<file path="src/design/p2alc_pkg.sv">
// ----------------------------------------------------------------------------
// p2alc_pkg
// Shared types and constants of the power-of-two size-class block allocator.
// ----------------------------------------------------------------------------
`default_nettype none

package p2alc_pkg;

  // geometry of the allocator
  localparam int MIN_BLOCK   = 64;
  localparam int FREE_DEPTH  = 64;
  localparam int CLASS_COUNT = 27;

  // fixed field widths
  localparam int LEN_W    = 32;
  localparam int OFF_W    = 32;
  localparam int REGION_W = 33;
  localparam int BS_W     = 34;
  localparam int STAT_W   = 3;

  // stream packing
  localparam int IN_DATA_W  = 64;
  localparam int OUT_DATA_W = 72;
  localparam int OUT_PAD_W  = OUT_DATA_W - OFF_W - BS_W;

  // derived sizes
  localparam int CLS_W     = (CLASS_COUNT > 1) ? $clog2(CLASS_COUNT) : 1;
  localparam int MEM_DEPTH = CLASS_COUNT * FREE_DEPTH;
  localparam int MEM_AW    = (MEM_DEPTH > 1) ? $clog2(MEM_DEPTH) : 1;
  localparam int CNT_W     = $clog2(FREE_DEPTH + 1);

  // classification queue
  localparam int QUEUE_DEPTH = 2;
  localparam int QPTR_W      = (QUEUE_DEPTH > 1) ? $clog2(QUEUE_DEPTH) : 1;
  localparam int QCNT_W      = $clog2(QUEUE_DEPTH + 1);

  localparam logic CMD_ALLOC = 1'b0;
  localparam logic CMD_FREE  = 1'b1;

  typedef enum logic [STAT_W-1:0] {
    ST_REUSED       = 3'd0,
    ST_BUMP         = 3'd1,
    ST_NO_SPACE     = 3'd2,
    ST_FREED        = 3'd3,
    ST_DROPPED      = 3'd4,
    ST_OUT_OF_RANGE = 3'd5
  } status_t;

  typedef enum logic [1:0] {
    F_IDLE,
    F_SCAN,
    F_CLASS,
    F_PUSH
  } front_state_t;

  typedef enum logic [2:0] {
    B_IDLE,
    B_EXEC,
    B_POP,
    B_BUMP,
    B_DONE
  } back_state_t;

  // one classified request
  typedef struct packed {
    logic              cmd;
    logic [OFF_W-1:0]  offset;
    logic              out_of_range;
    logic              has_stack;
    logic [CLS_W-1:0]  cls;
    logic [MEM_AW-1:0] base;
    logic [BS_W-1:0]   block_size;
  } item_t;

  // queue handshake toward the back end
  typedef struct packed {
    logic empty;
    logic full;
  } q_status_t;

endpackage

`default_nettype wire

</file>
<file path="src/design/p2alc_queue.sv">
// ----------------------------------------------------------------------------
// p2alc_queue
// Short queue of classified requests between the front and back ends.
// ----------------------------------------------------------------------------
`default_nettype none

module p2alc_queue (
  input  logic                 clk,
  input  logic                 rst,
  input  logic                 push,
  input  p2alc_pkg::item_t     push_item,
  input  logic                 pop,
  output p2alc_pkg::q_status_t status,
  output p2alc_pkg::item_t     head
);

  import p2alc_pkg::*;

  item_t             slots [QUEUE_DEPTH];
  logic [QPTR_W-1:0] wr_ptr;
  logic [QPTR_W-1:0] rd_ptr;
  logic [QCNT_W-1:0] count;

  logic do_push;
  logic do_pop;

  assign status.empty = (count == '0);
  assign status.full  = (count == QCNT_W'(QUEUE_DEPTH));
  assign do_push      = push && !status.full;
  assign do_pop       = pop && !status.empty;
  assign head         = slots[rd_ptr];

  function automatic logic [QPTR_W-1:0] ptr_inc(input logic [QPTR_W-1:0] p);
    return (p == QPTR_W'(QUEUE_DEPTH - 1)) ? '0 : p + 1'b1;
  endfunction

  always_ff @(posedge clk) begin
    if (rst) begin
      wr_ptr <= '0;
      rd_ptr <= '0;
      count  <= '0;
    end else begin
      if (do_push) begin
        wr_ptr <= ptr_inc(wr_ptr);
      end
      if (do_pop) begin
        rd_ptr <= ptr_inc(rd_ptr);
      end
      if (do_push && !do_pop) begin
        count <= count + 1'b1;
      end else if (do_pop && !do_push) begin
        count <= count - 1'b1;
      end
    end
  end

  always_ff @(posedge clk) begin
    if (do_push) begin
      slots[wr_ptr] <= push_item;
    end
  end

endmodule

`default_nettype wire

</file>
<file path="config.mk">
export PLATFORM = sky130hd
export DESIGN_NAME = p2alc_queue
export DESIGN_NICKNAME = d
export VERILOG_FILES = /design/src/design/p2alc_pkg.sv /design/src/design/p2alc_queue.sv
export SDC_FILE = /design/constraint.sdc
export NUM_CORES = 1
export LEC_CHECK = 0
export ABC_AREA = 1
export BUFFER_PORTS_ARGS = -buffer_cell sky130_fd_sc_hd__buf_4
export CAP_MARGIN = 20
export CORE_AREA = 2 2 149 151
export DETAILED_ROUTE_END_ITERATION = 10
export DIE_AREA = 0 0 151 153
export GPL_TIMING_DRIVEN = 0
export PLACE_DENSITY = 0.55
export SKIP_LAST_GASP = 1
export SYNTH_ARGS = -nofsm -noshare
export SYNTH_HDL_FRONTEND = slang
export SYNTH_SLANG_ARGS = --single-unit
</file>
<file path="constraint.sdc">
create_clock -name clk -period 4.8 [get_ports clk]
set_input_delay 0.96 -clock clk [delete_from_list [all_inputs] [get_ports clk]]
set_output_delay 0.96 -clock clk [all_outputs]
set_load 0.01 [all_outputs]
</file>
=== Yosys cells after proc, flatten, opt, wreduce, memory -nomap -nowiden ===
Memory sizes are Yosys's and may differ from the RTL's. A register that Yosys moved wholly into a read port is not among the register bits.
Index checks and enable logic that the tools add are counted.

* Bits in registers: 4
* RAM bits: 170
* Input port bits: 89
* Output and inout bits: 87
* Word-level logic and storage cells: 27
* Memories: 1

{| class="wikitable"
|+ Memories
! memory !! depth !! width !! read ports !! clocked after Yosys merged registers in !! write ports !! line !! RTL
|-
| slots || 2 || 85 || 1 || 1 || 1 || p2alc_queue.sv:19 || <nowiki>item_t slots [QUEUE_DEPTH];</nowiki>
|}

* Add/subtract/negate cells: 4
* Eq/ne operators: 1
* Mux-type cells: 8
* Reductions and logical operators: 10

{| class="wikitable"
|+ Operator list
! kind !! number
|-
| $mux W1 || 6
|-
| $logic_and A1 B1 Y1 || 4
|-
| $logic_not A1 Y1 || 4
|-
| $mux W2 || 2
|-
| $add A1 B1 Y1 const B || 2
|-
| $add A2 B1 Y2 const B || 1
|-
| $eq A2 B2 Y1 const B || 1
|-
| $logic_not A2 Y1 || 1
|-
| $reduce_bool A2 Y1 || 1
|-
| $sub A2 B1 Y2 const B || 1
|}

=== Depth between registers and ports, before layout ===
Gate-level depths: netlist of run 1.

* Depth in word-level cells: 7
* Depth in mapped cells: 10
* Mapped depth without buffers: 10

=== Least setup slack after synthesis of run 1 ===
No wires, ideal clock.

* Path kind: input -> register
* Start: input port push
* End: memory slots[0][0] (netlist name) (enable)
* Arrival: 4.608 ns
* Slack: -0.337 ns
* Stages on the path: 2
* Cells stage by stage: o21ai_1 nor2_1

* Longest elaborated chain between the ends: 3

{| class="wikitable"
|+ Ends and longest elaborated chain
! element !! line !! RTL
|-
| start: declaration || p2alc_queue.sv:10 || <nowiki>input logic push,</nowiki>
|-
| $logic_and A1 B1 Y1 || p2alc_queue.sv:29 || <nowiki>assign do_push = push && !status.full;</nowiki>
|-
| $mux W1 || p2alc_queue.sv:58 || <nowiki>if (do_push) begin</nowiki>
|-
| $mux W1 (not written as such) || p2alc_queue.sv:59 || <nowiki>slots[wr_ptr] <= push_item;</nowiki>
|-
| end: declaration || p2alc_queue.sv:19 ||
|}

Every way passes these cells.

==> impl_metrics.env, run 1 <==
export IMPL_grt_max_degree=31
export IMPL_fp_dieH_um=153
export IMPL_postRouteAntennaNets=0
export IMPL_fin_crit_sh_pct=56.6
export IMPL_core_area_um2=21500
export IMPL_critPathCapture="head[15]"
export IMPL_yosys_top_cells_count="edfxtp_1 (170), mux2_1 (50), mux2_2 (35)"
export IMPL_dieArea_um2=23100
export IMPL_antenna_found_initial=0
export IMPL_async_reset_ff_share_pct=0
export IMPL_htree_levels=4
export IMPL_gp_congestion=0.682
export IMPL_ir_worst_vdd_v=0.000240
export IMPL_max_cap_viol_count=0
export IMPL_synth_top_cell_area_share_pct=80.0
export IMPL_fill_cells=1988
export IMPL_holdWs_ns=0.554
export IMPL_hold_class="register to register"
export IMPL_worstReg2RegStart="count[0]"
export IMPL_cts_buffers=17
export IMPL_max_freq_ghz=0.368
export IMPL_finalNetCount=591
export IMPL_cts_hold_buf=0
export IMPL_synth_edf_count=170
export IMPL_p_clk_share_pct=30.8
export IMPL_cp_max_fo=10
export IMPL_grt_pass1_wl_um=19500
export IMPL_crit_type="register to output port"
export IMPL_io_pins=176
export IMPL_post_cts_setup_buffers=0
export IMPL_yosysUniqueCellTypes=17
export IMPL_cts_tree="yes"
export IMPL_clkSinkCount=175
export IMPL_rsz0062_at_grt="no"
export IMPL_syn_nets=391
export IMPL_path_clk_slew_ns=0.07
export IMPL_yosys_area_top_type="edfxtp_1"
export IMPL_rr_worst_depth=4
export IMPL_sw_frac_of_total_pct=26.7
export IMPL_cellPowerDensity_nw_per_um2=507
export IMPL_row_count=54
export IMPL_utilization_pct=40.9
export IMPL_post_cts_resized=0
export IMPL_insertedDiodeCount=0
export IMPL_internal_power_mw=3.27
export IMPL_yosysSeqAreaShare_pct=81.5
export IMPL_wl_um=12700
export IMPL_finClkSkew_ns=0.0112
export IMPL_worst_pin_slew_ns=0.654
export IMPL_crit_required_ns=3.84
export IMPL_hpwl_um=8790
export IMPL_grt_use_total_pct=11.2
export IMPL_syn_inst=301
export IMPL_viasPerCell=4.23
export IMPL_end_kind="output port"
export IMPL_synth_most_common_cell="edfxtp_1"
export IMPL_worstPathArrival_ns=1.76
export IMPL_root_buffer="clkbuf_16"
export IMPL_area_growth_pct=37.6
export IMPL_synth_ff_type="edfxtp_1"
export IMPL_die_x_um=151
export IMPL_insertion_delay_ns=0.42
export IMPL_setup_viol=0
export IMPL_start_util_pct=29.7
export IMPL_power_switching_mw=1.19
export IMPL_r2r_setup_slack_ns=2.82
export IMPL_cts_buffer_depth=2
export IMPL_wl_per_cell_um=16.0
export IMPL_grt_pass1_vias=3692
export IMPL_dr_pass1_iters=4
export IMPL_outcome="finished clean"
export IMPL_relSlewSlack_pct=56.3
export IMPL_maxSlewViolCount=0
export IMPL_grtUsageMet1_pct=12.5
export IMPL_grtUsageMet2_pct=19.5
export IMPL_drtIter0Drc=74
export IMPL_timing_hold_violations_final=0
export IMPL_drc=0
export IMPL_comb_power_share_pct=24.8
export IMPL_leakage_nw=3.27
export IMPL_vias=3357
export IMPL_drive_gt1_share_pct=49.8
export IMPL_critical_path_startpoint_type="register"
export IMPL_busiest_layer="met2"
export IMPL_ys_seq_elements=175
export IMPL_synth_warnings=0
export IMPL_overflow=0
export IMPL_syn_cell_area_um2=6380
export IMPL_avgSynthCellArea_um2=21.2
export IMPL_holdPathStages=2
export IMPL_ys_top_cells_by_area="edfxtp_1 (80%), mux2_1 (8.8%), mux2_2 (6.2%), dfxtp_1 (1.6%), buf_6 (0.88%)"
export IMPL_gr_usage_met3_pct=4.36
export IMPL_crit_reg2reg_capture="slots[0][30]"
export IMPL_seqPwrFrac_pct=44.4
export IMPL_io_buffer_count=175
export IMPL_finalCriticalPeriod_ns=2.72
flip-flops by register name, indices dropped and copies added, names as in the netlist, named ones only:
name    cells
slots     170
count       2
rd_ptr      1
wr_ptr      1
stage by stage:
step                std cells  TNS, ns  instance area [µm²]  setup WS (ns)  power [mW]
finish                    794        0                 8780           2.08        4.45
global route              794        0                 8780           1.95        4.69
CTS                       794        0                 8780           1.99        4.53
detailed placement        762        0                 8200           2.17        3.14
global placement          756  -457.79                 8050          -2.72        3.11
floorplan                 301   -57.32                 6380         -0.337        2.58
worst max-delay path: stages (launching register included):
cell	delay, ns
dfxtp_1	0.39
buf_4	0.25
buf_6	0.20
mux2_1	0.35
buf_4	0.16
power by group through the flow:
stage / logic, mW / registers (mW) / clock network [mW]
after floorplan: 0.555 / 2.03 / 0
after global placement: 1.06 / 2.06 / 0
after detailed placement: 1.13 / 2.01 / 0
after CTS: 1.14 / 1.98 / 1.42
after global routing: 1.20 / 1.99 / 1.49
final: 1.10 / 1.98 / 1.37
final cells by class:
type / count / area [µm²] / area share [%]
buffer: 9 / 78.8 / 0.897
clock inverter: 13 / 153 / 1.74
timing repair buffer: 181 / 1450 / 16.5
sequential: 175 / 5200 / 59.3
clock buffer: 19 / 433 / 4.93
tap: 280 / 350 / 3.99
multi-input combinational: 108 / 1080 / 12.3
inverter: 9 / 33.8 / 0.385
cell families after synthesis:
kind of cell | Yosys count | share of synthesized area [%]
AND/OR/NAND/NOR | 16 | 1.04
multiplexers | 85 | 15.0
AO/OA/AOI/OAI | 6 | 0.470
buffers and inverters | 18 | 1.76
flip-flops | 175 | 81.5
adder cells (fa/ha/maj) | 1 | 0.196
layer usage:
layer	share of wire [%]	vias to the layer above
li1	-	1571
met1	40	1672
met2	52	105
met3	7.1	9
met4	1.1	0
met5	0	-
cell usage in the layout, fill, tap and decap left out:
| cell type | n |
|---|---|
| a21oi_1 | 1 |
| mux2_1 | 50 |
| buf_2 | 3 |
| clkbuf_1 | 2 |
| inv_8 | 1 |
| clkinv_4 | 4 |
| clkinvlp_4 | 1 |
| nor2_1 | 7 |
| edfxtp_1 | 170 |
| inv_1 | 9 |
| o21ai_1 | 1 |
| buf_12 | 4 |
| nand4_1 | 1 |
| mux2_2 | 35 |
| buf_16 | 2 |
| nand3_1 | 1 |
| clkinv_1 | 1 |
| inv_6 | 4 |
| clkbuf_16 | 17 |
| ha_1 | 1 |
| nand2_1 | 4 |
| bufinv_16 | 2 |
| dfxtp_1 | 5 |
| and2_1 | 1 |
| o21ai_0 | 4 |
| buf_6 | 5 |
| buf_4 | 176 |
| nor2_4 | 2 |
worst min-delay path by stage:
stage / startpoint / to
finish: wr_ptr / wr_ptr
floorplan: wr_ptr / wr_ptr
global placement: wr_ptr / wr_ptr
CTS: wr_ptr / wr_ptr
global route: wr_ptr / wr_ptr
detailed placement: wr_ptr / wr_ptr
No activity file was read; power rests on OpenSTA's default activity.
==> run 2: changes to the inputs <==
--- a/config.mk
+++ b/config.mk
@@ -12,7 +12,7 @@
 export DETAILED_ROUTE_END_ITERATION = 10
 export DIE_AREA = 0 0 151 153
 export GPL_TIMING_DRIVEN = 0
-export PLACE_DENSITY = 0.55
+export PLACE_DENSITY = 0.53
 export SKIP_LAST_GASP = 1
 export SYNTH_ARGS = -nofsm -noshare
 export SYNTH_HDL_FRONTEND = slang
==> constraint.sdc (replaced) <==
create_clock -name clk -period 2.7 [get_ports clk]
set_input_delay 0.54 -clock clk [delete_from_list [all_inputs] [get_ports clk]]
set_output_delay 0.54 -clock clk [all_outputs]
set_load 0.01 [all_outputs]
==> run 2 against run 1 <==
Effect of this change: total power increased by 77%; sequential cell count unchanged; design area decreased by 0.11%; setup slack got worse by 1.7 ns; combinational power increased by 80%; register-to-register slack got worse by 2.1 ns; cell count decreased by 0.13%; critical path depth unchanged; hold slack got worse by 0.25 ns; first-iteration DRC count increased by 58%; utilization about the same; clock power increased by 74%; critical path type unchanged; largest cell class unchanged; largest power group unchanged.
==> impl_metrics.env, run 2 (synthesis results as in run 1) <==
export IMPL_outcome="finished clean"
export IMPL_wl_per_cell_um=16.2
export IMPL_cts_hold_buf=0
export IMPL_hold_class="primary input to register"
export IMPL_grt_max_degree=30
export IMPL_leakage_nw=3.26
export IMPL_area_growth_pct=37.4
export IMPL_rsz0062_at_grt="no"
export IMPL_final_common_cell="buf_4"
export IMPL_top_register="slots"
export IMPL_drive_gt1_share_pct=49.7
export IMPL_row_count=54
export IMPL_fin_crit_sh_pct=87.0
export IMPL_layout_common_cells="buf_4 (176), edfxtp_1 (170), mux2_1 (50), mux2_2 (35), clkbuf_16 (17)"
export IMPL_insertion_delay_ns=0.41
export IMPL_drc=0
export IMPL_fp_dieH_um=153
export IMPL_critical_path_startpoint_type="register"
export IMPL_cts_buffers=17
export IMPL_worst_pin_slew_ns=0.687
export IMPL_vias=3369
export IMPL_post_cts_setup_buffers=0
export IMPL_setup_viol=0
export IMPL_max_freq_ghz=0.426
export IMPL_root_buffer="clkbuf_16"
export IMPL_hpwl_um=8860
export IMPL_overflow=0
export IMPL_htree_levels=4
export IMPL_relSlewSlack_pct=54.1
export IMPL_maxSlewViolCount=0
export IMPL_cts_tree="yes"
export IMPL_finClkSkew_ns=0.00509
export IMPL_dieArea_um2=23100
export IMPL_crit_required_ns=2.16
export IMPL_grt_pass1_vias=3631
export IMPL_clkSinkCount=175
export IMPL_antenna_found_initial=0
export IMPL_dr_pass1_iters=4
export IMPL_core_area_um2=21500
export IMPL_post_cts_resized=0
export IMPL_finalNetCount=591
export IMPL_drtIter0Drc=117
export IMPL_cts_buffer_depth=2
export IMPL_start_util_pct=29.7
export IMPL_insertedDiodeCount=0
export IMPL_viasPerCell=4.25
export IMPL_max_cap_viol_count=0
export IMPL_fin_ws_ns=0.352
export IMPL_path_clk_slew_ns=0.07
export IMPL_pre_cts_ws_ns=0.490
export IMPL_io_buffer_count=175
export IMPL_gp_congestion=0.755
export IMPL_cp_max_fo=10
export IMPL_io_pins=176
export IMPL_wl_um=12800
export IMPL_worstPathArrival_ns=1.81
export IMPL_largest_register_ffs=170
export IMPL_finalCriticalPeriod_ns=2.35
export IMPL_postRouteAntennaNets=0
export IMPL_top_regs="slots x170, count x2"
export IMPL_grt_use_total_pct=11.1
export IMPL_cellPowerDensity_nw_per_um2=898
export IMPL_end_kind="output port"
export IMPL_die_x_um=151
export IMPL_holdWs_ns=0.303
export IMPL_crit_type="register to output port"
export IMPL_grt_pass1_wl_um=19400
export IMPL_ir_worst_vdd_v=0.000405
export IMPL_fill_cells=1983
export IMPL_timing_hold_violations_final=0
==> run 2: changes by cell type in the layout (fill, tap and decap cells not counted) <==
cell / before / now
inv_6: 4 / 5
clkinv_2: 0 / 1
buf_12: 4 / 3
clkinv_4: 4 / 0
buf_16: 2 / 3
clkinvlp_4: 1 / 3
inv_8: 1 / 0
==> run 2: metal layers <==
| metal | vias to the layer above | wire length [µm] | GRT usage [%] |
|---|---|---|---|
| li1 | 1570 | - | - |
| met1 | 1670 | 5070 | 12.0 |
| met2 | 113 | 6580 | 19.4 |
| met3 | 16 | 971 | 4.39 |
| met4 | 0 | 229 | 4.32 |
| met5 | - | 0 | 0 |
==> run 2: power breakdown <==
group / internal, mW / switching [mW]
registers: 3.43 / 0.0892
clock network: 1.37 / 1.02
logic: 0.999 / 0.979
==> run 2: final timing paths <==
path | from | end | slack [ns] | cells past startpoint
setup reg to reg | count[0] | slots[1][67] | 0.69 | 4
hold reg to reg | wr_ptr | wr_ptr | 0.54 | 2
hold / removal | push_item[28] | slots[1][28] | 0.30 | 1
setup / recovery | register | head[46] | 0.35 | 4
==> run 2: critical path, cell delays in order, from the launching register on <==
cell	delay, ns
dfxtp_1	0.41
buf_4	0.28
buf_6	0.19
mux2_1	0.35
buf_4	0.16
==> run 2: metrics by stage <==
stage	setup TNS (ns)	power, mW	cell area (µm²)	instances	util, %
after floorplan	-103.24	4.57	6390	301	-
after global placement	-353.94	5.50	8050	756	37.5
after detailed placement	0	5.60	8210	762	38.2
after CTS	0	8.03	8770	793	40.8
after global routing	0	8.27	8770	793	40.8
final	0	7.88	8770	793	40.8
==> run 2: final cells by class <==
| cell class | instances | area [µm²] | area share [%] |
|---|---|---|---|
| sequential | 175 | 5200 | 59.3 |
| timing repair buffer | 181 | 1460 | 16.6 |
| multi-input combinational | 108 | 1080 | 12.3 |
| clock buffer | 19 | 433 | 4.93 |
| tap | 280 | 350 | 3.99 |
| clock inverter | 12 | 135 | 1.54 |
| buffer | 9 | 78.8 | 0.898 |
| inverter | 9 | 33.8 | 0.385 |
