File: config.mk
export PLATFORM = sky130hd
export DESIGN_NAME = p2alc_front
export DESIGN_NICKNAME = d
export VERILOG_FILES = /design/src/design/p2alc_pkg.sv /design/src/design/p2alc_front.sv
export SDC_FILE = /design/constraint.sdc
export NUM_CORES = 1
export LEC_CHECK = 0
export BUFFER_PORTS_ARGS = -buffer_cell sky130_fd_sc_hd__buf_2
export CELL_PAD_IN_SITES_DETAIL_PLACEMENT = 1
export CELL_PAD_IN_SITES_GLOBAL_PLACEMENT = 1
export CORE_ASPECT_RATIO = 0.75
export CORE_MARGIN = 10
export CORE_UTILIZATION = 34
export CTS_BUF_LIST = sky130_fd_sc_hd__clkbuf_4 sky130_fd_sc_hd__clkbuf_8 sky130_fd_sc_hd__clkbuf_16
export CTS_CLUSTER_DIAMETER = 200
export DETAILED_ROUTE_END_ITERATION = 10
export PLACE_DENSITY = 0.63
export SYNTH_ARGS = -nofsm -noshare
export SYNTH_HDL_FRONTEND = slang
export SYNTH_SLANG_ARGS = --single-unit
File: constraint.sdc
create_clock -name clk -period 3.15 [get_ports clk]
set_input_delay 0.1575 -clock clk [delete_from_list [all_inputs] [get_ports clk]]
set_output_delay 0.1575 -clock clk [all_outputs]
set_load 0.005 [all_outputs]
File: src/design/p2alc_pkg.sv
// ----------------------------------------------------------------------------
// p2alc_pkg
// Shared types and constants of the power-of-two size-class block allocator.
// ----------------------------------------------------------------------------
`default_nettype none

package p2alc_pkg;

  // geometry of the allocator
  localparam int MIN_BLOCK   = 64;
  localparam int FREE_DEPTH  = 64;
  localparam int CLASS_COUNT = 27;

  // fixed field widths
  localparam int LEN_W    = 32;
  localparam int OFF_W    = 32;
  localparam int REGION_W = 33;
  localparam int BS_W     = 34;
  localparam int STAT_W   = 3;

  // stream packing
  localparam int IN_DATA_W  = 64;
  localparam int OUT_DATA_W = 72;
  localparam int OUT_PAD_W  = OUT_DATA_W - OFF_W - BS_W;

  // derived sizes
  localparam int CLS_W     = (CLASS_COUNT > 1) ? $clog2(CLASS_COUNT) : 1;
  localparam int MEM_DEPTH = CLASS_COUNT * FREE_DEPTH;
  localparam int MEM_AW    = (MEM_DEPTH > 1) ? $clog2(MEM_DEPTH) : 1;
  localparam int CNT_W     = $clog2(FREE_DEPTH + 1);

  // classification queue
  localparam int QUEUE_DEPTH = 2;
  localparam int QPTR_W      = (QUEUE_DEPTH > 1) ? $clog2(QUEUE_DEPTH) : 1;
  localparam int QCNT_W      = $clog2(QUEUE_DEPTH + 1);

  localparam logic CMD_ALLOC = 1'b0;
  localparam logic CMD_FREE  = 1'b1;

  typedef enum logic [STAT_W-1:0] {
    ST_REUSED       = 3'd0,
    ST_BUMP         = 3'd1,
    ST_NO_SPACE     = 3'd2,
    ST_FREED        = 3'd3,
    ST_DROPPED      = 3'd4,
    ST_OUT_OF_RANGE = 3'd5
  } status_t;

  typedef enum logic [1:0] {
    F_IDLE,
    F_SCAN,
    F_CLASS,
    F_PUSH
  } front_state_t;

  typedef enum logic [2:0] {
    B_IDLE,
    B_EXEC,
    B_POP,
    B_BUMP,
    B_DONE
  } back_state_t;

  // one classified request
  typedef struct packed {
    logic              cmd;
    logic [OFF_W-1:0]  offset;
    logic              out_of_range;
    logic              has_stack;
    logic [CLS_W-1:0]  cls;
    logic [MEM_AW-1:0] base;
    logic [BS_W-1:0]   block_size;
  } item_t;

  // queue handshake toward the back end
  typedef struct packed {
    logic empty;
    logic full;
  } q_status_t;

endpackage

`default_nettype wire

File: src/design/p2alc_front.sv
// ----------------------------------------------------------------------------
// p2alc_front
// Accepts requests, finds the size class and range status, queues them.
// ----------------------------------------------------------------------------
`default_nettype none

module p2alc_front (
  input  logic                           clk,
  input  logic                           rst,
  input  logic [p2alc_pkg::REGION_W-1:0] region_size,
  input  logic                           s_tvalid,
  output logic                           s_tready,
  input  logic [p2alc_pkg::IN_DATA_W-1:0] s_tdata,
  input  logic [0:0]                     s_tuser,
  input  p2alc_pkg::q_status_t           q_status,
  output logic                           q_push,
  output p2alc_pkg::item_t               q_item
);

  import p2alc_pkg::*;

  localparam int M_W     = LEN_W + 1;
  localparam int NCHUNK  = (M_W + 7) / 8;
  localparam int PAD_W   = NCHUNK * 8;
  localparam int E_W     = $clog2(BS_W);
  localparam int LOG_MIN = $clog2(MIN_BLOCK);
  localparam int HDR_BYTES = 4;
  localparam int NUL_BYTES = 1;

  function automatic logic [3:0] bitlen8(input logic [7:0] v);
    logic [3:0] n;
    n = 4'd0;
    for (int i = 0; i < 8; i++) begin
      if (v[i]) begin
        n = 4'(i + 1);
      end
    end
    return n;
  endfunction

  front_state_t state, state_next;

  logic             cmd;
  logic [LEN_W-1:0] len;
  logic [OFF_W-1:0] off;
  logic             oor;
  logic [NCHUNK-1:0] chunk_nz;
  logic [3:0]       chunk_len [NCHUNK];
  item_t            item;

  logic accept;

  // scan stage: needed bytes minus one, floored at the minimum block minus one
  logic [M_W-1:0]   need_m1;
  logic [M_W-1:0]   m_val;
  logic [PAD_W-1:0] m_pad;

  assign need_m1 = {1'b0, len} + M_W'(HDR_BYTES + NUL_BYTES - 1);
  assign m_val   = (need_m1 < M_W'(MIN_BLOCK - 1)) ? M_W'(MIN_BLOCK - 1) : need_m1;
  assign m_pad   = PAD_W'(m_val);

  // class stage: exponent from the highest nonzero byte
  logic [E_W-1:0] expo;
  logic [6:0]     cls_full;
  logic [CLS_W-1:0] cls;

  always_comb begin
    expo = '0;
    for (int c = 0; c < NCHUNK; c++) begin
      if (chunk_nz[c]) begin
        expo = E_W'(c * 8) + E_W'(chunk_len[c]);
      end
    end
  end

  assign cls_full = 7'(expo) - 7'(LOG_MIN);
  assign cls      = CLS_W'(cls_full);

  // next state
  always_comb begin
    state_next = state;
    case (state)
      F_IDLE:  if (s_tvalid) state_next = F_SCAN;
      F_SCAN:  state_next = F_CLASS;
      F_CLASS: state_next = F_PUSH;
      F_PUSH:  if (!q_status.full) state_next = F_IDLE;
      default: state_next = F_IDLE;
    endcase
  end

  // outputs
  always_comb begin
    s_tready = 1'b0;
    q_push   = 1'b0;
    case (state)
      F_IDLE:  s_tready = 1'b1;
      F_PUSH:  q_push   = !q_status.full;
      default: begin
        s_tready = 1'b0;
        q_push   = 1'b0;
      end
    endcase
  end

  assign accept = s_tvalid && s_tready;
  assign q_item = item;

  always_ff @(posedge clk) begin
    if (rst) begin
      state <= F_IDLE;
    end else begin
      state <= state_next;
    end
  end

  always_ff @(posedge clk) begin
    if (accept) begin
      cmd <= s_tuser[0];
      len <= s_tdata[LEN_W-1:0];
      off <= s_tdata[LEN_W +: OFF_W];
    end
    if (state == F_SCAN) begin
      oor <= {1'b0, off} >= region_size;
      for (int c = 0; c < NCHUNK; c++) begin
        chunk_nz[c]  <= |m_pad[c*8 +: 8];
        chunk_len[c] <= bitlen8(m_pad[c*8 +: 8]);
      end
    end
    if (state == F_CLASS) begin
      item.cmd          <= cmd;
      item.offset       <= off;
      item.out_of_range <= oor;
      item.has_stack    <= int'(cls_full) < CLASS_COUNT;
      item.cls          <= cls;
      item.base         <= MEM_AW'(int'(cls) * FREE_DEPTH);
      item.block_size   <= BS_W'(1) << expo;
    end
  end

endmodule

`default_nettype wire

# --- Yosys cells after proc, flatten, opt, wreduce, memory -nomap -nowiden ---
# Memory sizes are Yosys's and may differ from the RTL's.
# Index checks and enable logic that the tools add are counted.
totals:
  register_bits: 147
  mem_bits_rw: 20
  in_bits: 103
  n_memories: 1
memory_table:
  columns: ["name", "words", "word_bits", "rd", "rd_clocked_by_memory_dff", "wr", "line_no", "text"]
  rows:
  - ["chunk_len", 5, 4, 5, 0, 5, "p2alc_front.sv:48", "logic [3:0] chunk_len [NCHUNK];"]
op_classes:
  add_sub_neg: 6
  n_lt_le_gt_ge: 3
  eq_ne: 5
  shifts: 1
  n_mux: 51
  reduce_logical: 8
ops:
  columns: ["operator", "count"]
  rows:
  - ["two-way mux 4 bit", 34]
  - ["left shift 1 x 6 -> 34 bit (first input constant)", 1]
  - ["adder 32 x 3 -> 33 bit (second input constant)", 1]
  - ["greater-or-equal comparator 32 x 33 -> 1 bit", 1]
  - ["< comparator 33 x 6 -> 1 bit (second input constant)", 1]
  - ["two-way mux 33 bit", 1]
  - ["OR reduction 8 bit", 4]
  - ["two-way mux 6 bit", 3]
  - ["adder 5 x 4 -> 6 bit (first input constant)", 2]
  - ["two-way mux 1 bit", 9]
  - ["one-hot mux 2 bit (4 select lines)", 1]
  - ["< comparator 7 x 5 -> 1 bit (second input constant)", 1]
  - ["subtractor 6 x 3 -> 7 bit (second input constant)", 1]
  - ["adder 6 x 4 -> 6 bit (first input constant)", 1]
  - ["adder 4 x 4 -> 5 bit (first input constant)", 1]
  - ["two-way mux 5 bit", 1]
  - ["== test 2 bit (second input constant)", 2]
  - ["two-way mux 2 bit", 2]
  - ["inequality test 2 bit (second input constant)", 2]
  - ["== test 2 x 1 -> 1 bit (second input constant)", 1]
  - ["logical NOT 2 bit", 1]
  - ["AND reduction 2 bit", 1]
  - ["logical AND 1 bit", 1]
  - ["logical NOT 1 bit", 1]

# --- Logic depth before layout (Yosys ltp) ---
# Gate-level depths: netlist of run 1.
depth:
  ltp_word: 12
  depth_mapped: 10

# --- Worst setup path before layout of run 1 ---
# Ideal clock, no wire load.
synth_timing:
  kind: "register -> register"
  startpoint: "register len[2]"
  endpoint: "memory chunk_len[0][0] (data pin)"
  arrival_time_ns: 2.576
  required_time_ns: 2.892
  setup_slack_ns: 0.316
  stages_incl_launch_ff: 10
  synth_period_minus_slack_ns: 2.834
  path_cell_list: "edfxtp_1 > ha_1 > nand3_1 > or4_4 > nor2_8 > nand3_2 > o22a_1 > or4_1 > buf_2 > o221a_1"
synth_rtl:
  columns: ["item", "line_no", "text"]
  rows:
  - ["start, declared", "p2alc_front.sv:44", "logic [LEN_W-1:0] len;"]
  - ["start signal, assigned", "p2alc_front.sv:119", "len <= s_tdata[LEN_W-1:0];"]
  - ["end, declared", "p2alc_front.sv:48", null]

==> flow_summary.toml, run 1 <==
[power]
p_leak_nw = 4.20
powerDensity_mw_per_mm2 = 715
p_sw_w = 0.00252
swShare_pct = 33.4
total_power_w = 0.00754
sequentialPowerShare_pct = 46.4
combPwrFrac_pct = 25.8
irDropWorstVdd_uv = 433
p_clk_share_pct = 27.8
p_int_w = 0.00502

[sta]
fin_ws_ps = 167
hold_viol = 0
rsz0062_at_grt = "false"
slew_headroom_pct = 24.7
setup_violations = 0
finalClockSkew_ps = 15.3
finalCritPeriodShare_pct = 94.7
drv_slew = 0
min_period_ps = 2980
clock.fmax_mhz = 335
fin_setup_tns_ps = 0
worst_slew_pin_slew_ps = 1130

[worst_setup_path]
critPathTopFamily = "simple AND/OR/NAND/NOR gates"
critPathKind = "flop to flop"
path_cells = "nand4_1 > or4_4 > nor2_8 > nand3_2 > o22a_1 > or4_1 > o221a_1"
crit_arrival_ps = 3150
cp-start-kind = "flop"
cp_slowest_cell = "or4_4"
slowest_delay_ps = 670
crit_path_max_fanout = 7
cp_num_buf_inv = 0
critPathCaptureType = "flop"
required_ps = 3320

[placed_design]
pre_cts_ws_ps = 162
numPortBuffers = 182
dpl.cell_count = 1120
hpwl_um = 17700
place_congestion = 0.862

[detailed_routing]
antenna_left = 0
routed_wl_um = 23000
dr.pass1.iters = 4
viasPerCell = 4.89
drc_errors = 0
drt_iter0_markers = 288
num_vias = 5952
wl_per_cell_um = 18.9

[layout]
syn2layout_area_growth_pct = 34.5
layout_commonest_cell = "buf_2"
layout.nets = 1047
most-common-layout-cells = "buf_2 (182), edfxtp_1 (161), dlygate4sd3_1 (66), nor2_1 (64), inv_1 (47)"
num-fill-cells = 2474
antenna_cells = 0
finalNonFillerCells = 1218
layout-drive-gt1-share_pct = 28.9
final_util_pct = 46.2

[logic_synthesis]
ys_async_sr_fraction_pct = 0
synthCells = 631
synth.distinct_cells = 62
synth_top_area_cell = "edfxtp_1"
postSynthAreaPerCell_sq_um = 12.4
ys_ff_latch = 163
netlist_area_sq_mm = 0.00784
synth_top_area_share_pct = 61.7
yosysSeqAreaShare_pct = 62.2
yosysWarnings = 0
synth_area_leaders = "edfxtp_1 (62%), ha_1 (6.2%), nor2_1 (3.1%)"
synth-edff-count = 161
synthFlopType = "edfxtp_1"

[grt]
grt_pass1_vias = 6437
grt_pass1_wl_um = 36200
overflow = 0
antenna_found_initial = 0
grt_max_degree = 76
grt_usage_pct = 15.4

[die]
die_area_sq_mm = 0.0296
fp.dieH_um = 151
die_w_um = 195
initial_core_util_pct = 34.3
row_count = 48
placeableCoreArea_sq_mm = 0.0228
ioPinCount = 190

[job]
drv_cap = 0

[clock_tree]
cts_max_path_buffers = 2
cts-buffers-inserted = 17
clk_pin_slew_ps = 70
cts_tree = "built"
cts.sinks = 163
clock-root-buffer = "clkbuf_16"
clock_latency_ps = 440
htreeDepth = 4

[outcome]
status = "finished clean"

[worst_hold_path]
min_path_type = "primary input to flop"
## flip-flops by register name, summed over array words and instances, names as in the netlist
register   cells
cmd            1
len           32
off           32
state          2
chunk_nz       4
q_item        74
chunk_len     17
oor            1
## cells by family after synthesis
group	synth area share, %
AO/OA/AOI/OAI	9.85
XOR/XNOR	1.90
adder cells (fa/ha/maj)	6.23
buffers and inverters	4.37
flip-flops	62.2
multiplexers	0.830
other	0.0478
AND/OR/NAND/NOR	14.6
## through the flow
stage / hold WS, ps / cell area [sq um]
floorplan: 230 / 7860
detailed placement: 336 / 9260
CTS: 19.5 / 10500
global placement: 331 / 9260
finish: 24.4 / 10500
global route: 51.2 / 10500
## cell type report
type / count / area (sq um) / share of cell area (%)
tap: 300 / 375 / 3.56
inverter: 47 / 176 / 1.67
multi-input combinational: 396 / 2670 / 25.3
sequential: 163 / 4870 / 46.2
clock buffer: 17 / 425 / 4.04
timing repair buffer: 280 / 1840 / 17.4
clock inverter: 15 / 183 / 1.73
## power by group through the flow
stage	registers [W]	logic, W	clock network [W]
after floorplan	0.00348	0.00109	0
after CTS	0.00351	0.00198	0.00215
final	0.00350	0.00195	0.00210
after global placement	0.00351	0.00183	0
after global routing	0.00356	0.00218	0.00224
after detailed placement	0.00355	0.00190	0
## repair_timing
action	4_1_cts	5_1_grt
resized for setup	0	3
hold endpoints to repair	67	0
hold buffers	66	0
setup buffers	0	0
setup endpoints to repair	0	2
## worst register-to-register path: cells and delay by family (launching register included)
| family | cells | cell delay (ps) |
|---|---|---|
| AO/OA/AOI/OAI | 2 | 510 |
| AND/OR/NAND/NOR | 5 | 1740 |
| flip-flops | 1 | 480 |
## path summary, 6_finish.rpt
path	end	startpoint	slack [ps]	cells past startpoint
setup / recovery	chunk_len[0][0]	len[21]	170	7
setup reg to reg	chunk_len[0][0]	len[21]	170	7
hold / removal	state[0]	q_status[0]	20	3
hold reg to reg	q_item[51]	oor	430	0
## cells in the mapped netlist, drive strengths merged (4+ instances only)
cell type,instances
edfxtp,161
nor2,65
inv,47
nand2,42
ha,39
a21oi,28
nand3,28
buf,20
nand4,20
o21ai,17
a21o,14
nor3,13
nor2b,11
clkbuf,10
nor4,10
xnor2,9
xor2,8
a31oi,6
a211o,5
and3,5
a221oi,4
and2,4
mux2,4
o211ai,4
or4,4
## routing by layer
metal  part of all wire [%]  vias up  wire (um)  global-route usage, %
met4                    1.1        0        263                   4.38
met5                      0        -          0                      0
met3                    4.6       16       1050                   3.10
li1                       -     2909          -                      -
met2                     47      133      10800                   25.0
met1                     47     2894      10800                   20.7
(Power assumes the default switching activity.)
==> run 2, diff against run 1 <==
HOLD_SLACK_MARGIN = 0.1   (was unset)
clock period = 3.6 ns   (was 3.15 ns; I/O delays follow)
==> run 2 against run 1 <==
  * Flip-flop and latch count unchanged
  * Non-clock buffer count decreased by 22
  * Die area unchanged
  * Hold slack improved by 150 ps
  * Count of clock-buffer cells in the layout increased by 1
  * Sequential share of layout area increased by 0.95 points
  * Combinational power decreased by 19%
  * Critical path type unchanged
==> flow_summary.toml, run 2 (same netlist as run 1, synthesis figures left out) <==
[outcome]
status = "finished clean"

[sta]
hold_viol = 0
fin_setup_tns_ps = 0
rsz0062_at_grt = "false"
clock.fmax_mhz = 306
drv_slew = 0
finalClockSkew_ps = 15.2
fin_ws_ps = 330
setup_violations = 0
worst_slew_pin_slew_ps = 1080
finalCritPeriodShare_pct = 90.8
slew_headroom_pct = 28.0
min_period_ps = 3270

[detailed_routing]
wl_per_cell_um = 19.0
dr.pass1.iters = 4
drc_errors = 0
routed_wl_um = 22700
antenna_left = 0
viasPerCell = 4.92
drt_iter0_markers = 283
num_vias = 5887

[worst_setup_path]
slowest_delay_ps = 760
cp_slowest_cell = "nor4_2"
required_ps = 3770
crit_path_max_fanout = 9
critPathCaptureType = "flop"
cp-start-kind = "flop"
path_cells = "nand3_1 > nor4_2 > o2111ai_1 > nand3_1 > nand2_1 > or4_1 > o221a_1"
critPathTopFamily = "simple AND/OR/NAND/NOR gates"
crit_arrival_ps = 3440
cp_num_buf_inv = 0
critPathKind = "flop to flop"
crit_top_cell = "nand3_1"

[job]
drv_cap = 0

[die]
row_count = 48
fp.dieH_um = 151
placeableCoreArea_sq_mm = 0.0228
die_area_sq_mm = 0.0296
initial_core_util_pct = 34.3
die_w_um = 195
ioPinCount = 190

[clock_tree]
postCtsSetupBuffers = 0
post_cts_resized = 0
clock_latency_ps = 430
cts_max_path_buffers = 2
clock-root-buffer = "clkbuf_16"
cts.sinks = 163
htreeDepth = 4
clk_pin_slew_ps = 70
cts_tree = "built"
holdBufCountCts = 67
cts-buffers-inserted = 17

[placed_design]
hpwl_um = 17200
pre_cts_ws_ps = 366
dpl.cell_count = 1097
numPortBuffers = 182
place_congestion = 0.875
place_area_sq_mm = 0.00906

[layout]
stdcell_area_sq_mm = 0.0103
layout.nets = 1025
layout_commonest_cell = "buf_2"
num-fill-cells = 2465
layout-drive-gt1-share_pct = 26.6
finalNonFillerCells = 1197
most-common-layout-cells = "buf_2 (182), edfxtp_1 (161), dlygate4sd3_1 (67), nor2_1 (64), inv_1 (47)"
syn2layout_area_growth_pct = 31.8
largest_reg_flops = 74
final_util_pct = 45.3

[grt]
antenna_found_initial = 1
grtUsageMet3_pct = 3.39
grt_max_degree = 55
grt_usage_pct = 15.2
overflow = 0
gr-usage-met2_pct = 25.2
grt_pass1_vias = 6320
grt_pass1_wl_um = 35800
grt.busiest_layer = "met2"
met1_usage_pct = 19.8

[power]
sequentialPowerShare_pct = 47.5
combPwrFrac_pct = 23.9
p_leak_nw = 4.09
powerDensity_mw_per_mm2 = 636
p_clk_share_pct = 28.6
swShare_pct = 32.2
irDropWorstVdd_uv = 424
p_int_w = 0.00445
p_sw_w = 0.00211

[worst_hold_path]
min_path_type = "primary input to flop"
## run 2: worst paths after layout
| kind | startpoint | to | slack [ps] | depth (start not counted) |
|---|---|---|---|---|
| setup / recovery | len[16] | chunk_len[0][0] | 330 | 7 |
| hold / removal | region_size[32] | oor | 170 | 4 |
| setup reg to reg | len[16] | chunk_len[0][0] | 330 | 7 |
| hold reg to reg | cmd | q_item[84] | 430 | 0 |
## run 2: worst reg2reg max path, stage by stage (launching register included)
cell and delay [ps]:
edfxtp_1 490, nand3_1 360, nor4_2 760, o2111ai_1 220, nand3_1 180, nand2_1 60
or4_1 640, o221a_1 310
## run 2: through the flow
stage	hold slack, ps	power (W)
after floorplan	252	0.00399
after global placement	354	0.00461
after detailed placement	358	0.00470
after CTS	159	0.00665
after global routing	228	0.00695
final	174	0.00657
## run 2: cell type report
class	instances	area, sq um	share of cell area, %
inverters	47	176	1.71
diodes	1	2.50	0.0242
clock inverters	14	166	1.61
repair buffers	258	1650	16.0
clock buffers	18	433	4.19
flip-flops and latches	163	4870	47.2
well taps	300	375	3.63
multi-input cells	396	2650	25.7
## run 2: power groups by stage
stage	sequential, W	combinational, W	clock [W]
2_1_floorplan	0.00304	0.000950	0
3_3_place_gp	0.00312	0.00149	0
3_5_place_dp	0.00316	0.00154	0
4_1_cts	0.00312	0.00160	0.00193
5_1_grt	0.00318	0.00177	0.00200
6_report	0.00312	0.00157	0.00188
## run 2: metal layers
layer / vias up / part of all wire (%)
met5: - / 0
met4: 0 / 1.2
met3: 18 / 4.6
met2: 142 / 47
met1: 2872 / 47
li1: 2855 / -
==> run 3, diff against run 2 <==
CELL_PAD_IN_SITES_DETAIL_PLACEMENT = 0   (was 1)
GPL_ROUTABILITY_DRIVEN = 1   (was unset)
==> run 3 against run 2 <==
  * Clock skew shrank 3.7 ps
  * Combinational power barely moved
  * Count of clock-buffer cells in the layout fell by 1
  * Register-to-register slack gained 20 ps
  * Largest power group unchanged
  * First-iteration DRC count up 34%
  * Clock power rose by 7%
  * Design area up 0.47%
  * Worst setup slack improved by 23 ps
==> flow_summary.toml, run 3 (same netlist as run 1, synthesis figures left out) <==
[outcome]
status = "finished clean"

[worst_setup_path]
reg2reg_depth = 7
cp-start-kind = "flop"
required_ps = 3780
timing.rr.start = "len[16]"
critPathTopFamily = "simple AND/OR/NAND/NOR gates"
critPathKind = "flop to flop"
slowest_delay_ps = 760
path_cells = "nand3_1 > nor4_2 > o2111ai_1 > nand3_1 > nand2_1 > or4_1 > o221a_1"
cp_num_buf_inv = 0
r2r_end = "chunk_len[0][0]"
regToRegSetupSlack_ps = 350
cp_slowest_cell = "nor4_2"
crit_top_cell = "nand3_1"
crit_path_max_fanout = 9
crit_arrival_ps = 3430
critPathCaptureType = "flop"

[power]
p_int_w = 0.00463
powerDensity_mw_per_mm2 = 641
irDropWorstVdd_uv = 408
swShare_pct = 30.4
sequentialPowerShare_pct = 46.5
p_clk_share_pct = 30.4
p_sw_w = 0.00203
p_leak_nw = 4.11
combPwrFrac_pct = 23.1

[placed_design]
place_area_sq_mm = 0.00906
numPortBuffers = 182
place_congestion = 0.875
hpwl_um = 15700
dpl.cell_count = 1097
pre_cts_ws_ps = 400

[detailed_routing]
drc_errors = 0
antenna_left = 0
routed_wl_um = 20600
dr.pass1.iters = 5
drt_iter0_markers = 378
num_vias = 5832
wl_per_cell_um = 17.3
viasPerCell = 4.88

[worst_hold_path]
min_path_type = "primary input to flop"
hold_depth = 4
worstHoldStart = "region_size[32]"
hold_path_end = "oor"

[sta]
fin_setup_tns_ps = 0
min_period_ps = 3250
drv_slew = 0
worst_slew_pin_slew_ps = 1040
rsz0062_at_grt = "false"
hold_viol = 0
slew_headroom_pct = 30.7
finalClockSkew_ps = 11.4
fin_ws_ps = 354
finalCritPeriodShare_pct = 90.2
setup_violations = 0
clock.fmax_mhz = 308

[die]
ioPinCount = 190
row_count = 48
fp.dieH_um = 151
initial_core_util_pct = 34.3
die_w_um = 195
placeableCoreArea_sq_mm = 0.0228
die_area_sq_mm = 0.0296

[layout]
layout.nets = 1025
finalNonFillerCells = 1196
largest_reg_flops = 74
antenna_cells = 0
stdcell_area_sq_mm = 0.0104
layout-drive-gt1-share_pct = 26.7
most-common-layout-cells = "buf_2 (182), edfxtp_1 (161), dlygate4sd3_1 (67), nor2_1 (64), inv_1 (47)"
layout_commonest_cell = "buf_2"
final_util_pct = 45.5
syn2layout_area_growth_pct = 32.4

[grt]
grt_pass1_wl_um = 32700
antenna_found_initial = 0
grt_max_degree = 55
grt_pass1_vias = 5869
overflow = 0
grt_usage_pct = 13.9

[clock_tree]
clock_latency_ps = 430
clk_pin_slew_ps = 60
cts.sinks = 163
cts-buffers-inserted = 17
clock-root-buffer = "clkbuf_16"
cts_tree = "built"
cts_max_path_buffers = 2
htreeDepth = 4
post_cts_resized = 0

[job]
drv_cap = 0
==> run 3: how the worst max path moves through the flow <==
stage          startpoint              end  slack [ps]  cells after the start
2_1_floorplan      len[2]  chunk_len[0][0]         770                      9
3_3_place_gp       len[2]  chunk_len[0][0]         460                      8
5_1_grt           len[16]  chunk_len[0][0]         100                      7
4_1_cts            len[2]  chunk_len[0][0]         380                      8
6_report          len[16]  chunk_len[0][0]         350                      7
3_5_place_dp       len[2]  chunk_len[0][0]         400                      8
==> run 3: area by class of cell <==
class | count | area [sq um]
Tap cell | 300 | 375
Sequential cell | 163 | 4870
Multi-Input combinational cell | 396 | 2650
Fill cell | 2094 | 12400
Inverter | 47 | 176
Clock inverter | 15 | 225
Timing Repair Buffer | 258 | 1650
Clock buffer | 17 | 425
==> run 3: through the flow <==
stage	total power, W	hold slack, ps
after global placement	0.00461	354
final	0.00666	167
after detailed placement	0.00465	358
after floorplan	0.00399	252
after CTS	0.00674	149
after global routing	0.00705	195
==> run 3: power groups by stage <==
stage	logic, W	registers (W)	clock network, W
2_1_floorplan	0.000950	0.00304	0
3_3_place_gp	0.00149	0.00312	0
3_5_place_dp	0.00151	0.00314	0
4_1_cts	0.00158	0.00310	0.00206
5_1_grt	0.00175	0.00316	0.00214
6_report	0.00154	0.00310	0.00202
==> run 3: what timing repair did <==
item	in CTS	in global routing
endpoints found under the setup margin	0	0
hold endpoints to repair	67	0
setup buffers	0	0
hold buffers	67	0
==> run 3: routing by layer <==
metal	vias up	routed length (um)	global-route usage, %
li1	2860	-	-
met1	2741	9920	19.2
met2	211	9180	21.1
met3	20	1310	4.11
met4	0	240	3.58
met5	-	0	0
==> run 3: worst register-to-register path, stage by stage (launching register included) <==
cell and delay, ps:
edfxtp_1 490, nand3_1 360, nor4_2 770, o2111ai_1 210
nand3_1 170, nand2_1 60, or4_1 630, o221a_1 310
